==> config.mk <==
export PLATFORM = sky130hd
export DESIGN_NAME = doubly_linked_list_pool
export DESIGN_NICKNAME = d
export VERILOG_FILES = /design/src/rtl/core/dll_pkg.sv /design/src/rtl/core/doubly_linked_list_pool.sv /design/src/rtl/core/dll_datapath.sv /design/src/rtl/core/dll_ctrl.sv
export SDC_FILE = /design/constraint.sdc
export NUM_CORES = 2
export LEC_CHECK = 0
export BUFFER_PORTS_ARGS = -buffer_cell sky130_fd_sc_hd__clkbuf_2
export CELL_PAD_IN_SITES_DETAIL_PLACEMENT = 1
export CELL_PAD_IN_SITES_GLOBAL_PLACEMENT = 1
export CORE_MARGIN = 2
export CORE_UTILIZATION = 25
export CTS_BUF_LIST = sky130_fd_sc_hd__clkbuf_4 sky130_fd_sc_hd__clkbuf_8 sky130_fd_sc_hd__clkbuf_16
export DETAILED_ROUTE_END_ITERATION = 16
export PLACE_DENSITY = 0.46
export SLEW_MARGIN = 10
export SYNTH_ARGS = -nofsm -noshare
export SYNTH_HDL_FRONTEND = slang
export SYNTH_SLANG_ARGS = --single-unit
==> constraint.sdc <==
create_clock -name clk -period 4.6 [get_ports clk]
set_input_delay 0.46 -clock clk [delete_from_list [all_inputs] [get_ports clk]]
set_output_delay 0.46 -clock clk [all_outputs]
set_load 0.05 [all_outputs]
==> src/rtl/core/dll_pkg.sv <==
// ----------------------------------------------------------------------------
// dll_pkg
// Shared codes, types and defaults for the linked list pool.
// ----------------------------------------------------------------------------
package dll_pkg;

  localparam int NodeSlotsDef = 64;
  localparam int ScanW        = 8;
  localparam int ScanBits     = 3;

  localparam logic [2:0] REQ_PUSH_BACK  = 3'd0;
  localparam logic [2:0] REQ_PUSH_FRONT = 3'd1;
  localparam logic [2:0] REQ_POP_FRONT  = 3'd2;
  localparam logic [2:0] REQ_POP_BACK   = 3'd3;
  localparam logic [2:0] REQ_DELETE     = 3'd4;
  localparam logic [2:0] REQ_KTH        = 3'd5;

  localparam logic [2:0] ST_OK         = 3'd0;
  localparam logic [2:0] ST_FULL       = 3'd1;
  localparam logic [2:0] ST_EMPTY      = 3'd2;
  localparam logic [2:0] ST_NOT_FOUND  = 3'd3;
  localparam logic [2:0] ST_BAD_HANDLE = 3'd4;

  typedef enum logic [3:0] {
    OP_NOP,
    OP_LOAD,
    OP_SCAN,
    OP_PUSH_W1,
    OP_PUSH_W2,
    OP_RD_NODE,
    OP_UNLINK,
    OP_WALK_RD,
    OP_WALK_ADV,
    OP_VAL_RD,
    OP_RES_NODE,
    OP_RES_ERR
  } dp_op_t;

  typedef struct packed {
    dp_op_t     op;
    logic [2:0] err;
  } dp_cmd_t;

  typedef struct packed {
    logic [2:0] req;
    logic       free_hit;
    logic       scan_end;
    logic       is_empty;
    logic       bad_handle;
    logic       pos_bad;
    logic       walk_done;
    logic       cur_null;
    logic       out_busy;
  } dp_stat_t;

endpackage

==> src/rtl/core/doubly_linked_list_pool.sv <==
// ----------------------------------------------------------------------------
// doubly_linked_list_pool
// Doubly linked list of signed 32-bit values in a pool of node slots.
// ----------------------------------------------------------------------------
// Channel  Direction  Handshake              Payload
// in       input      in_valid / in_ready    req_type, value, node_handle, position
// out      output     out_valid / out_ready  status, result_handle, result_value
//
// One request at a time. Push scans 8-slot groups for the lowest free slot,
// then writes the node and links it. Pop and delete read the node, then unlink
// it. Kth follows links from the head. A full pool is rejected once every
// group has been scanned.
// Reset clears the in-use bits and the list registers; node memories need none.
// A result waits in the output register; the next request is taken meanwhile.
// ----------------------------------------------------------------------------
module doubly_linked_list_pool
  import dll_pkg::*;
#(
  parameter int NODE_SLOTS = NodeSlotsDef
) (
  input  logic        clk,
  input  logic        rst_n,
  input  logic        in_valid,
  output logic        in_ready,
  input  logic [2:0]  in_req_type,
  input  logic [31:0] in_value,
  input  logic [5:0]  in_node_handle,
  input  logic [6:0]  in_position,
  output logic        out_valid,
  input  logic        out_ready,
  output logic [2:0]  out_status,
  output logic [5:0]  out_result_handle,
  output logic [31:0] out_result_value
);

  dp_cmd_t  cmd;
  dp_stat_t stat;

  dll_ctrl u_ctrl (
    .clk      (clk),
    .rst_n    (rst_n),
    .in_valid (in_valid),
    .in_ready (in_ready),
    .stat     (stat),
    .cmd      (cmd)
  );

  dll_datapath #(
    .NODE_SLOTS (NODE_SLOTS)
  ) u_datapath (
    .clk               (clk),
    .rst_n             (rst_n),
    .cmd               (cmd),
    .stat              (stat),
    .in_req_type       (in_req_type),
    .in_value          (in_value),
    .in_node_handle    (in_node_handle),
    .in_position       (in_position),
    .out_valid         (out_valid),
    .out_ready         (out_ready),
    .out_status        (out_status),
    .out_result_handle (out_result_handle),
    .out_result_value  (out_result_value)
  );

endmodule

==> src/rtl/core/dll_datapath.sv <==
// ----------------------------------------------------------------------------
// dll_datapath
// Node memories, list registers, free-slot scan and result register.
// ----------------------------------------------------------------------------
module dll_datapath
  import dll_pkg::*;
#(
  parameter int NODE_SLOTS = NodeSlotsDef
) (
  input  logic        clk,
  input  logic        rst_n,
  input  dp_cmd_t     cmd,
  output dp_stat_t    stat,
  input  logic [2:0]  in_req_type,
  input  logic [31:0] in_value,
  input  logic [5:0]  in_node_handle,
  input  logic [6:0]  in_position,
  output logic        out_valid,
  input  logic        out_ready,
  output logic [2:0]  out_status,
  output logic [5:0]  out_result_handle,
  output logic [31:0] out_result_value
);

  localparam int IW = $clog2(NODE_SLOTS);
  localparam int LW = $clog2(NODE_SLOTS + 1);
  localparam int CW = (LW > 7) ? LW : 7;
  localparam int NG = (NODE_SLOTS + ScanW - 1) / ScanW;
  localparam int GW = (NG > 1) ? $clog2(NG) : 1;
  localparam logic [LW-1:0] NullSlot = LW'(NODE_SLOTS);

  logic [31:0]     mem_val [NODE_SLOTS];
  logic [LW-1:0]   mem_nxt [NODE_SLOTS];
  logic [LW-1:0]   mem_prv [NODE_SLOTS];

  logic [2:0]      req_r;
  logic [31:0]     val_r;
  logic [5:0]      hnd_r;
  logic [6:0]      pos_r;
  logic [6:0]      i_r;
  logic [LW-1:0]   cur_r, head_r, tail_r, cnt_r;
  logic [GW-1:0]   grp_r;
  logic [NODE_SLOTS-1:0] in_use_r;
  logic [31:0]     val_q;
  logic [LW-1:0]   nxt_q, prv_q;

  logic            out_valid_r;
  logic [2:0]      out_status_r;
  logic [5:0]      out_handle_r;
  logic [31:0]     out_value_r;
  logic            out_load;

  logic [NG*ScanW-1:0] used_pad;
  logic [ScanW-1:0]    grp_used;
  logic [ScanBits-1:0] hit_j;
  logic                hit;
  logic [GW+ScanBits-1:0] hit_idx;

  logic            rd_en;
  logic [IW-1:0]   rd_addr;
  logic            wv_en, wn_en, wp_en;
  logic [IW-1:0]   wn_addr, wp_addr;
  logic [LW-1:0]   wn_data, wp_data;
  logic            head_null;

  assign head_null = (head_r == NullSlot);
  assign out_load  = cmd.op inside {OP_PUSH_W2, OP_UNLINK, OP_RES_NODE, OP_RES_ERR};

  always_comb begin
    used_pad = '1;
    used_pad[NODE_SLOTS-1:0] = in_use_r;
    grp_used = used_pad[{grp_r, {ScanBits{1'b0}}} +: ScanW];
    hit   = 1'b0;
    hit_j = '0;
    for (int j = ScanW - 1; j >= 0; j--) begin
      if (!grp_used[j]) begin
        hit   = 1'b1;
        hit_j = ScanBits'(j);
      end
    end
    hit_idx = {grp_r, hit_j};
  end

  always_comb begin
    stat.req        = req_r;
    stat.free_hit   = hit;
    stat.scan_end   = (grp_r == GW'(NG - 1));
    stat.is_empty   = (req_r == REQ_POP_FRONT) ? head_null : (tail_r == NullSlot);
    stat.bad_handle = (CW'(hnd_r) >= CW'(NODE_SLOTS)) ? 1'b1 : !in_use_r[IW'(hnd_r)];
    stat.pos_bad    = (pos_r == 7'd0) || (CW'(pos_r) > CW'(cnt_r));
    stat.walk_done  = (i_r == pos_r);
    stat.cur_null   = (cur_r == NullSlot);
    stat.out_busy   = out_valid_r && !out_ready;
  end

  always_comb begin
    rd_en   = 1'b0;
    rd_addr = cur_r[IW-1:0];
    wv_en   = 1'b0;
    wn_en   = 1'b0;
    wp_en   = 1'b0;
    wn_addr = cur_r[IW-1:0];
    wp_addr = cur_r[IW-1:0];
    wn_data = NullSlot;
    wp_data = NullSlot;
    case (cmd.op)
      OP_RD_NODE, OP_WALK_RD, OP_VAL_RD: begin
        rd_en = 1'b1;
      end
      OP_PUSH_W1: begin
        wv_en   = 1'b1;
        wn_en   = 1'b1;
        wp_en   = 1'b1;
        wn_data = (head_null || req_r == REQ_PUSH_BACK) ? NullSlot : head_r;
        wp_data = (head_null || req_r == REQ_PUSH_FRONT) ? NullSlot : tail_r;
      end
      OP_PUSH_W2: begin
        if (!head_null) begin
          if (req_r == REQ_PUSH_BACK) begin
            wn_en   = 1'b1;
            wn_addr = tail_r[IW-1:0];
            wn_data = cur_r;
          end else begin
            wp_en   = 1'b1;
            wp_addr = head_r[IW-1:0];
            wp_data = cur_r;
          end
        end
      end
      OP_UNLINK: begin
        wn_en   = (prv_q != NullSlot);
        wn_addr = prv_q[IW-1:0];
        wn_data = nxt_q;
        wp_en   = (nxt_q != NullSlot);
        wp_addr = nxt_q[IW-1:0];
        wp_data = prv_q;
      end
      default: begin
      end
    endcase
  end

  always_ff @(posedge clk) begin
    if (wv_en) mem_val[cur_r[IW-1:0]] <= val_r;
    if (wn_en) mem_nxt[wn_addr] <= wn_data;
    if (wp_en) mem_prv[wp_addr] <= wp_data;
    if (rd_en) begin
      val_q <= mem_val[rd_addr];
      nxt_q <= mem_nxt[rd_addr];
      prv_q <= mem_prv[rd_addr];
    end
  end

  always_ff @(posedge clk) begin
    case (cmd.op)
      OP_LOAD: begin
        req_r <= in_req_type;
        val_r <= in_value;
        hnd_r <= in_node_handle;
        pos_r <= in_position;
        i_r   <= 7'd1;
        case (in_req_type)
          REQ_POP_BACK: cur_r <= tail_r;
          REQ_DELETE:   cur_r <= LW'(in_node_handle);
          default:      cur_r <= head_r;
        endcase
      end
      OP_SCAN: begin
        if (hit) cur_r <= LW'(hit_idx);
      end
      OP_WALK_ADV: begin
        cur_r <= nxt_q;
        i_r   <= i_r + 7'd1;
      end
      default: begin
      end
    endcase
  end

  always_ff @(posedge clk) begin
    if (!rst_n) begin
      grp_r       <= '0;
      in_use_r    <= '0;
      head_r      <= NullSlot;
      tail_r      <= NullSlot;
      cnt_r       <= '0;
      out_valid_r <= 1'b0;
    end else begin
      if (out_load) out_valid_r <= 1'b1;
      else if (out_ready) out_valid_r <= 1'b0;
      case (cmd.op)
        OP_LOAD: grp_r <= '0;
        OP_SCAN: begin
          if (!hit && !stat.scan_end) grp_r <= grp_r + GW'(1);
        end
        OP_PUSH_W1: in_use_r[cur_r[IW-1:0]] <= 1'b1;
        OP_PUSH_W2: begin
          if (head_null) begin
            head_r <= cur_r;
            tail_r <= cur_r;
          end else if (req_r == REQ_PUSH_BACK) begin
            tail_r <= cur_r;
          end else begin
            head_r <= cur_r;
          end
          cnt_r        <= cnt_r + LW'(1);
          out_status_r <= ST_OK;
          out_handle_r <= 6'(cur_r);
          out_value_r  <= val_r;
        end
        OP_UNLINK: begin
          if (prv_q == NullSlot) head_r <= nxt_q;
          if (nxt_q == NullSlot) tail_r <= prv_q;
          in_use_r[cur_r[IW-1:0]] <= 1'b0;
          if (cnt_r != '0) cnt_r <= cnt_r - LW'(1);
          out_status_r <= ST_OK;
          out_handle_r <= 6'(cur_r);
          out_value_r  <= val_q;
        end
        OP_RES_NODE: begin
          out_status_r <= ST_OK;
          out_handle_r <= 6'(cur_r);
          out_value_r  <= val_q;
        end
        OP_RES_ERR: begin
          out_status_r <= cmd.err;
          out_handle_r <= '0;
          out_value_r  <= '0;
        end
        default: begin
        end
      endcase
    end
  end

  assign out_valid         = out_valid_r;
  assign out_status        = out_status_r;
  assign out_result_handle = out_handle_r;
  assign out_result_value  = out_value_r;

endmodule

==> src/rtl/core/dll_ctrl.sv <==
// ----------------------------------------------------------------------------
// dll_ctrl
// Request sequencer: decodes a request and steps the datapath through it.
// ----------------------------------------------------------------------------
module dll_ctrl
  import dll_pkg::*;
(
  input  logic     clk,
  input  logic     rst_n,
  input  logic     in_valid,
  output logic     in_ready,
  input  dp_stat_t stat,
  output dp_cmd_t  cmd
);

  typedef enum logic [3:0] {
    S_IDLE,
    S_DISPATCH,
    S_SCAN,
    S_PUSH_W1,
    S_PUSH_W2,
    S_UNLINK,
    S_WALK,
    S_WALK_ADV,
    S_RES_NODE
  } state_t;

  state_t state_r, state_nxt;
  logic   in_ready_r;

  always_comb begin
    state_nxt = state_r;
    cmd.op    = OP_NOP;
    cmd.err   = ST_OK;
    case (state_r)
      S_IDLE: begin
        if (in_valid && in_ready_r) begin
          cmd.op    = OP_LOAD;
          state_nxt = S_DISPATCH;
        end
      end
      S_DISPATCH: begin
        case (stat.req)
          REQ_PUSH_BACK, REQ_PUSH_FRONT: state_nxt = S_SCAN;
          REQ_POP_FRONT, REQ_POP_BACK: begin
            if (!stat.is_empty) begin
              cmd.op    = OP_RD_NODE;
              state_nxt = S_UNLINK;
            end else if (!stat.out_busy) begin
              cmd.op    = OP_RES_ERR;
              cmd.err   = ST_EMPTY;
              state_nxt = S_IDLE;
            end
          end
          REQ_DELETE: begin
            if (!stat.bad_handle) begin
              cmd.op    = OP_RD_NODE;
              state_nxt = S_UNLINK;
            end else if (!stat.out_busy) begin
              cmd.op    = OP_RES_ERR;
              cmd.err   = ST_BAD_HANDLE;
              state_nxt = S_IDLE;
            end
          end
          REQ_KTH: begin
            if (!stat.pos_bad) begin
              state_nxt = S_WALK;
            end else if (!stat.out_busy) begin
              cmd.op    = OP_RES_ERR;
              cmd.err   = ST_NOT_FOUND;
              state_nxt = S_IDLE;
            end
          end
          default: begin
            if (!stat.out_busy) begin
              cmd.op    = OP_RES_ERR;
              cmd.err   = ST_NOT_FOUND;
              state_nxt = S_IDLE;
            end
          end
        endcase
      end
      S_SCAN: begin
        if (stat.free_hit) begin
          cmd.op    = OP_SCAN;
          state_nxt = S_PUSH_W1;
        end else if (!stat.scan_end) begin
          cmd.op = OP_SCAN;
        end else if (!stat.out_busy) begin
          cmd.op    = OP_RES_ERR;
          cmd.err   = ST_FULL;
          state_nxt = S_IDLE;
        end
      end
      S_PUSH_W1: begin
        cmd.op    = OP_PUSH_W1;
        state_nxt = S_PUSH_W2;
      end
      S_PUSH_W2: begin
        if (!stat.out_busy) begin
          cmd.op    = OP_PUSH_W2;
          state_nxt = S_IDLE;
        end
      end
      S_UNLINK: begin
        if (!stat.out_busy) begin
          cmd.op    = OP_UNLINK;
          state_nxt = S_IDLE;
        end
      end
      S_WALK: begin
        if (stat.cur_null) begin
          if (!stat.out_busy) begin
            cmd.op    = OP_RES_ERR;
            cmd.err   = ST_NOT_FOUND;
            state_nxt = S_IDLE;
          end
        end else if (stat.walk_done) begin
          cmd.op    = OP_VAL_RD;
          state_nxt = S_RES_NODE;
        end else begin
          cmd.op    = OP_WALK_RD;
          state_nxt = S_WALK_ADV;
        end
      end
      S_WALK_ADV: begin
        cmd.op    = OP_WALK_ADV;
        state_nxt = S_WALK;
      end
      S_RES_NODE: begin
        if (!stat.out_busy) begin
          cmd.op    = OP_RES_NODE;
          state_nxt = S_IDLE;
        end
      end
      default: state_nxt = S_IDLE;
    endcase
  end

  always_ff @(posedge clk) begin
    if (!rst_n) begin
      state_r    <= S_IDLE;
      in_ready_r <= 1'b0;
    end else begin
      state_r    <= state_nxt;
      in_ready_r <= (state_nxt == S_IDLE);
    end
  end

  assign in_ready = in_ready_r;

endmodule

==> results_dict.tcl <==
set metrics [dict create \
    status "finished clean" \
    p_leak_nw 41.46 \
    fin_crit_ps 4420 \
    grt_use_met2 0.2978 \
    grt_setup_unrepaired "no" \
    yosys.area.top_type_share 0.7902 \
    nets_finish 7293 \
    grt_use_total 0.1790 \
    ys_seq_elements 3187 \
    top_level_ports 95 \
    finalClockSkew_ps 45.06 \
    area_overhead_vs_synth_pct 20.14 \
    number_of_gates_given_a_new_drive_strength_after_cts 0 \
    start_util 0.2513 \
    postSynth.asyncResetShare 0 \
    place_hpwl_mm 258.1 \
    chipWidth_um 689.7 \
    ctsRootBufferMaster "sky130_fd_sc_hd__clkbuf_16" \
    syn_avg_cell_area_um2 17.66 \
    drive_gt1_frac 0.1750 \
    initial_detailed_routing_violation_count 7293 \
    tightestPinTransition_ps 1215 \
    grt_antenna_before_repair 19 \
    floorplan.die.height_um 689.7 \
    ctsHoldBuffers 48 \
    share_of_the_yosys_chip_area_belonging_to_registers 0.8062 \
    cts_buffer_depth 4 \
    crit_arrival_ps 4970 \
    postSynth.topFlopCell "sky130_fd_sc_hd__edfxtp_1" \
    number_of_rows_created_at_floorplan 251 \
    first_global_vias 71690 \
    cap_viol_max_count 0 \
    final.period_utilization 0.9610 \
    grt_use_met1 0.2483 \
    clk_pin_slew_worst_paths_ps 60 \
    crit_path_end_kind "register" \
    remaining_drc_errors 0 \
    postCtsSetupBuffers 0 \
    dp_slack_ps 270.8 \
    grt_overflow 0 \
    syn-cell-area_um2 117500 \
    timing.final.setup_violations 0 \
    floorplan.die_area_um2 475600 \
    globalRoute.busiestLayer "met2" \
    startpoint_type_of_the_worst_setup_path "register" \
    routed_wl_mm 438.7 \
    synth.area.top_cells "sky130_fd_sc_hd__edfxtp_1 (79%), sky130_fd_sc_hd__a22oi_1 (5.7%), sky130_fd_sc_hd__a221oi_1 (2.3%)" \
    hold_path_class "in2reg" \
    synth_edf_count 3093 \
    synthesis.instances 6654 \
    clock_tree_from_tritoncts "built" \
    grt_max_degree 88 \
    use_met3 0.02251 \
    synth_area_leader_cell "sky130_fd_sc_hd__edfxtp_1" \
    clock_latency_ps 950 \
    final_max_slew_viol_count 0 \
    cts_inserted_buffers 335 \
    crit_type "reg2reg" \
    number_of_detailed_routing_iterations_run_before_antenna_repair 5 \
    timing.final.ws_setup_ps 179.6 \
    hold_violations 0 \
    antenna_violating_nets_post_route 0 \
    worst_ir_drop_vdd_uv 291.1 \
    fillers 47900 \
    critPathMaxFanout 46 \
    fmax_mhz 226.2 \
    ys.warnings.count 0 \
    vias 70190 \
    wl_per_cell_um 32.05 \
    max-slew-margin-rel 0.1899 \
    setup-tns-final_ps 0 \
    synth_fp_nets 6722 \
    place.gp.congestion 0.8141 \
    sink_count 3187 \
    placement.io_buffers 94 \
    floorplan.core_area_um2 467600 \
    power_density_nw_per_um2 445.6 \
    worst_path_required_ps 5150 \
    yosys.cell_types.count 69 \
    drt-vias-per-instance 5.127 \
    grt_pass1_wl_mm 603.2 \
    cts_max_level 5 \
]
[power breakdown]
group	internal [W]	leakage (nW)	switching, W
Combinational	0.00103	9.42	0.00242
Clock	0.0161	5.48	0.0115
Sequential	0.0318	26.6	0.0000525
[cells in the mapped netlist, types with 26 or more instances]
cell and count:
sky130_fd_sc_hd__o21ai_0 87, sky130_fd_sc_hd__a22o_1 299, sky130_fd_sc_hd__a21oi_1 179, sky130_fd_sc_hd__nor4_1 56, sky130_fd_sc_hd__edfxtp_1 3093, sky130_fd_sc_hd__a22oi_1 888
sky130_fd_sc_hd__a221oi_1 303, sky130_fd_sc_hd__nand3_1 81, sky130_fd_sc_hd__nor2_1 243, sky130_fd_sc_hd__inv_1 48, sky130_fd_sc_hd__nand4_1 79, sky130_fd_sc_hd__clkbuf_1 348
sky130_fd_sc_hd__a31oi_1 288, sky130_fd_sc_hd__buf_1 81, sky130_fd_sc_hd__mux4_2 26, sky130_fd_sc_hd__nand2_1 130, sky130_fd_sc_hd__mux2i_1 49, sky130_fd_sc_hd__dfxtp_1 94
[critical path, stage by stage, from the launching register on]
cell and delay [ps]:
sky130_fd_sc_hd__dfxtp_1 960, sky130_fd_sc_hd__mux4_2 390, sky130_fd_sc_hd__nand3b_1 130, sky130_fd_sc_hd__a22oi_1 310
sky130_fd_sc_hd__nand3b_2 300, sky130_fd_sc_hd__o31ai_2 540, sky130_fd_sc_hd__nor4b_1 600, sky130_fd_sc_hd__a21oi_1 220
sky130_fd_sc_hd__nor2_4 140, sky130_fd_sc_hd__buf_12 330
[path summary, 6_finish.rpt]
kind,endpoint,depth (start not counted),slack [ps],startpoint
max reg2reg,u_datapath.val_q[31]$_DFFE_PP_,9,180,u_datapath.grp_r[1]$_SDFFE_PN0P_
max,u_datapath.val_q[31]$_DFFE_PP_,9,180,u_datapath.grp_r[1]$_SDFFE_PN0P_
min reg2reg,u_datapath.cnt_r[2]$_SDFFE_PN0P_,2,520,u_datapath.cnt_r[2]$_SDFFE_PN0P_
min,u_datapath.cnt_r[5]$_SDFFE_PN0P_,4,210,rst_n
[sequential cells by signal, summed over array words and instances (netlist names), 4 cells and up, named ones only]
signal	count
u_datapath.prv_q	7
u_datapath.mem_val	2048
u_datapath.nxt_q	7
u_datapath.pos_r	7
u_datapath.hnd_r	6
u_datapath.val_r	32
u_datapath.val_q	32
u_datapath.head_r	7
u_datapath.mem_nxt	448
u_datapath.i_r	7
u_datapath.mem_prv	448
u_datapath.cnt_r	7
u_datapath.cur_r	7
u_datapath.out_result_handle	6
u_ctrl.state_r	4
u_datapath.out_result_value	32
u_datapath.tail_r	7
[cell families (layout without fill, tap and decap cells)]
family,Yosys count,after routing,synth area share
XOR/XNOR,18,18,0.001341
multiplexers,77,77,0.009347
AO/OA/AOI/OAI,2145,2145,0.1354
other,0,7,0
AND/OR/NAND/NOR,720,720,0.02987
adder cells (fa/ha/maj),16,16,0.001767
buffers and inverters,491,1321,0.01601
flip-flops,3187,3187,0.8062
[area by class of cell]
| class | instances | area (µm²) | share of cell area |
|---|---|---|---|
| flip-flops and latches | 3187 | 94760 | 0.6711 |
| multi-input cells | 2976 | 21580 | 0.1528 |
| clock buffers | 431 | 9268 | 0.06563 |
| well taps | 6198 | 7755 | 0.05492 |
| repair buffers | 676 | 5918 | 0.04191 |
| clock inverters | 165 | 1718 | 0.01217 |
| inverters | 49 | 185.2 | 0.001311 |
| diodes | 7 | 17.52 | 0.0001241 |
[stage by stage]
| stage | std cells | util | total power (W) | area [µm²] | hold slack, ps |
|---|---|---|---|---|---|
| after floorplan | 6654 | - | 0.03414 | 117500 | 471.2 |
| after global placement | 13040 | 0.2774 | 0.03585 | 129700 | 512.8 |
| after detailed placement | 13040 | 0.2774 | 0.03588 | 129700 | 514.2 |
| after CTS | 13680 | 0.3019 | 0.06345 | 141200 | 125.1 |
| after global routing | 13680 | 0.3019 | 0.06458 | 141200 | 223.8 |
| final | 13690 | 0.3020 | 0.06291 | 141200 | 208.7 |
[cell usage in the layout (no fill, tap or decap), types with 47 or more instances in the layout]
| cell | count |
|---|---|
| sky130_fd_sc_hd__a221oi_1 | 303 |
| sky130_fd_sc_hd__nor4_1 | 52 |
| sky130_fd_sc_hd__a22o_1 | 299 |
| sky130_fd_sc_hd__clkinv_2 | 47 |
| sky130_fd_sc_hd__mux2i_1 | 49 |
| sky130_fd_sc_hd__a21oi_1 | 179 |
| sky130_fd_sc_hd__o21ai_0 | 87 |
| sky130_fd_sc_hd__a31oi_1 | 288 |
| sky130_fd_sc_hd__nand3_1 | 80 |
| sky130_fd_sc_hd__a22oi_1 | 888 |
| sky130_fd_sc_hd__buf_12 | 76 |
| sky130_fd_sc_hd__clkbuf_4 | 86 |
| sky130_fd_sc_hd__nor2_4 | 66 |
| sky130_fd_sc_hd__nand2_1 | 128 |
| sky130_fd_sc_hd__clkbuf_16 | 344 |
| sky130_fd_sc_hd__nor2_1 | 176 |
| sky130_fd_sc_hd__dfxtp_1 | 94 |
| sky130_fd_sc_hd__clkbuf_2 | 94 |
| sky130_fd_sc_hd__edfxtp_1 | 3093 |
| sky130_fd_sc_hd__nand4_1 | 79 |
| sky130_fd_sc_hd__dlygate4sd3_1 | 48 |
| sky130_fd_sc_hd__buf_4 | 457 |
| sky130_fd_sc_hd__clkinv_1 | 60 |
| sky130_fd_sc_hd__inv_1 | 47 |
[layer usage]
layer,wire [µm],share of wire
met5,16,0.000036
met4,10010,0.023
met1,193700,0.44
met3,24290,0.055
met2,210700,0.48
No activity file was read; power rests on OpenSTA's default activity.
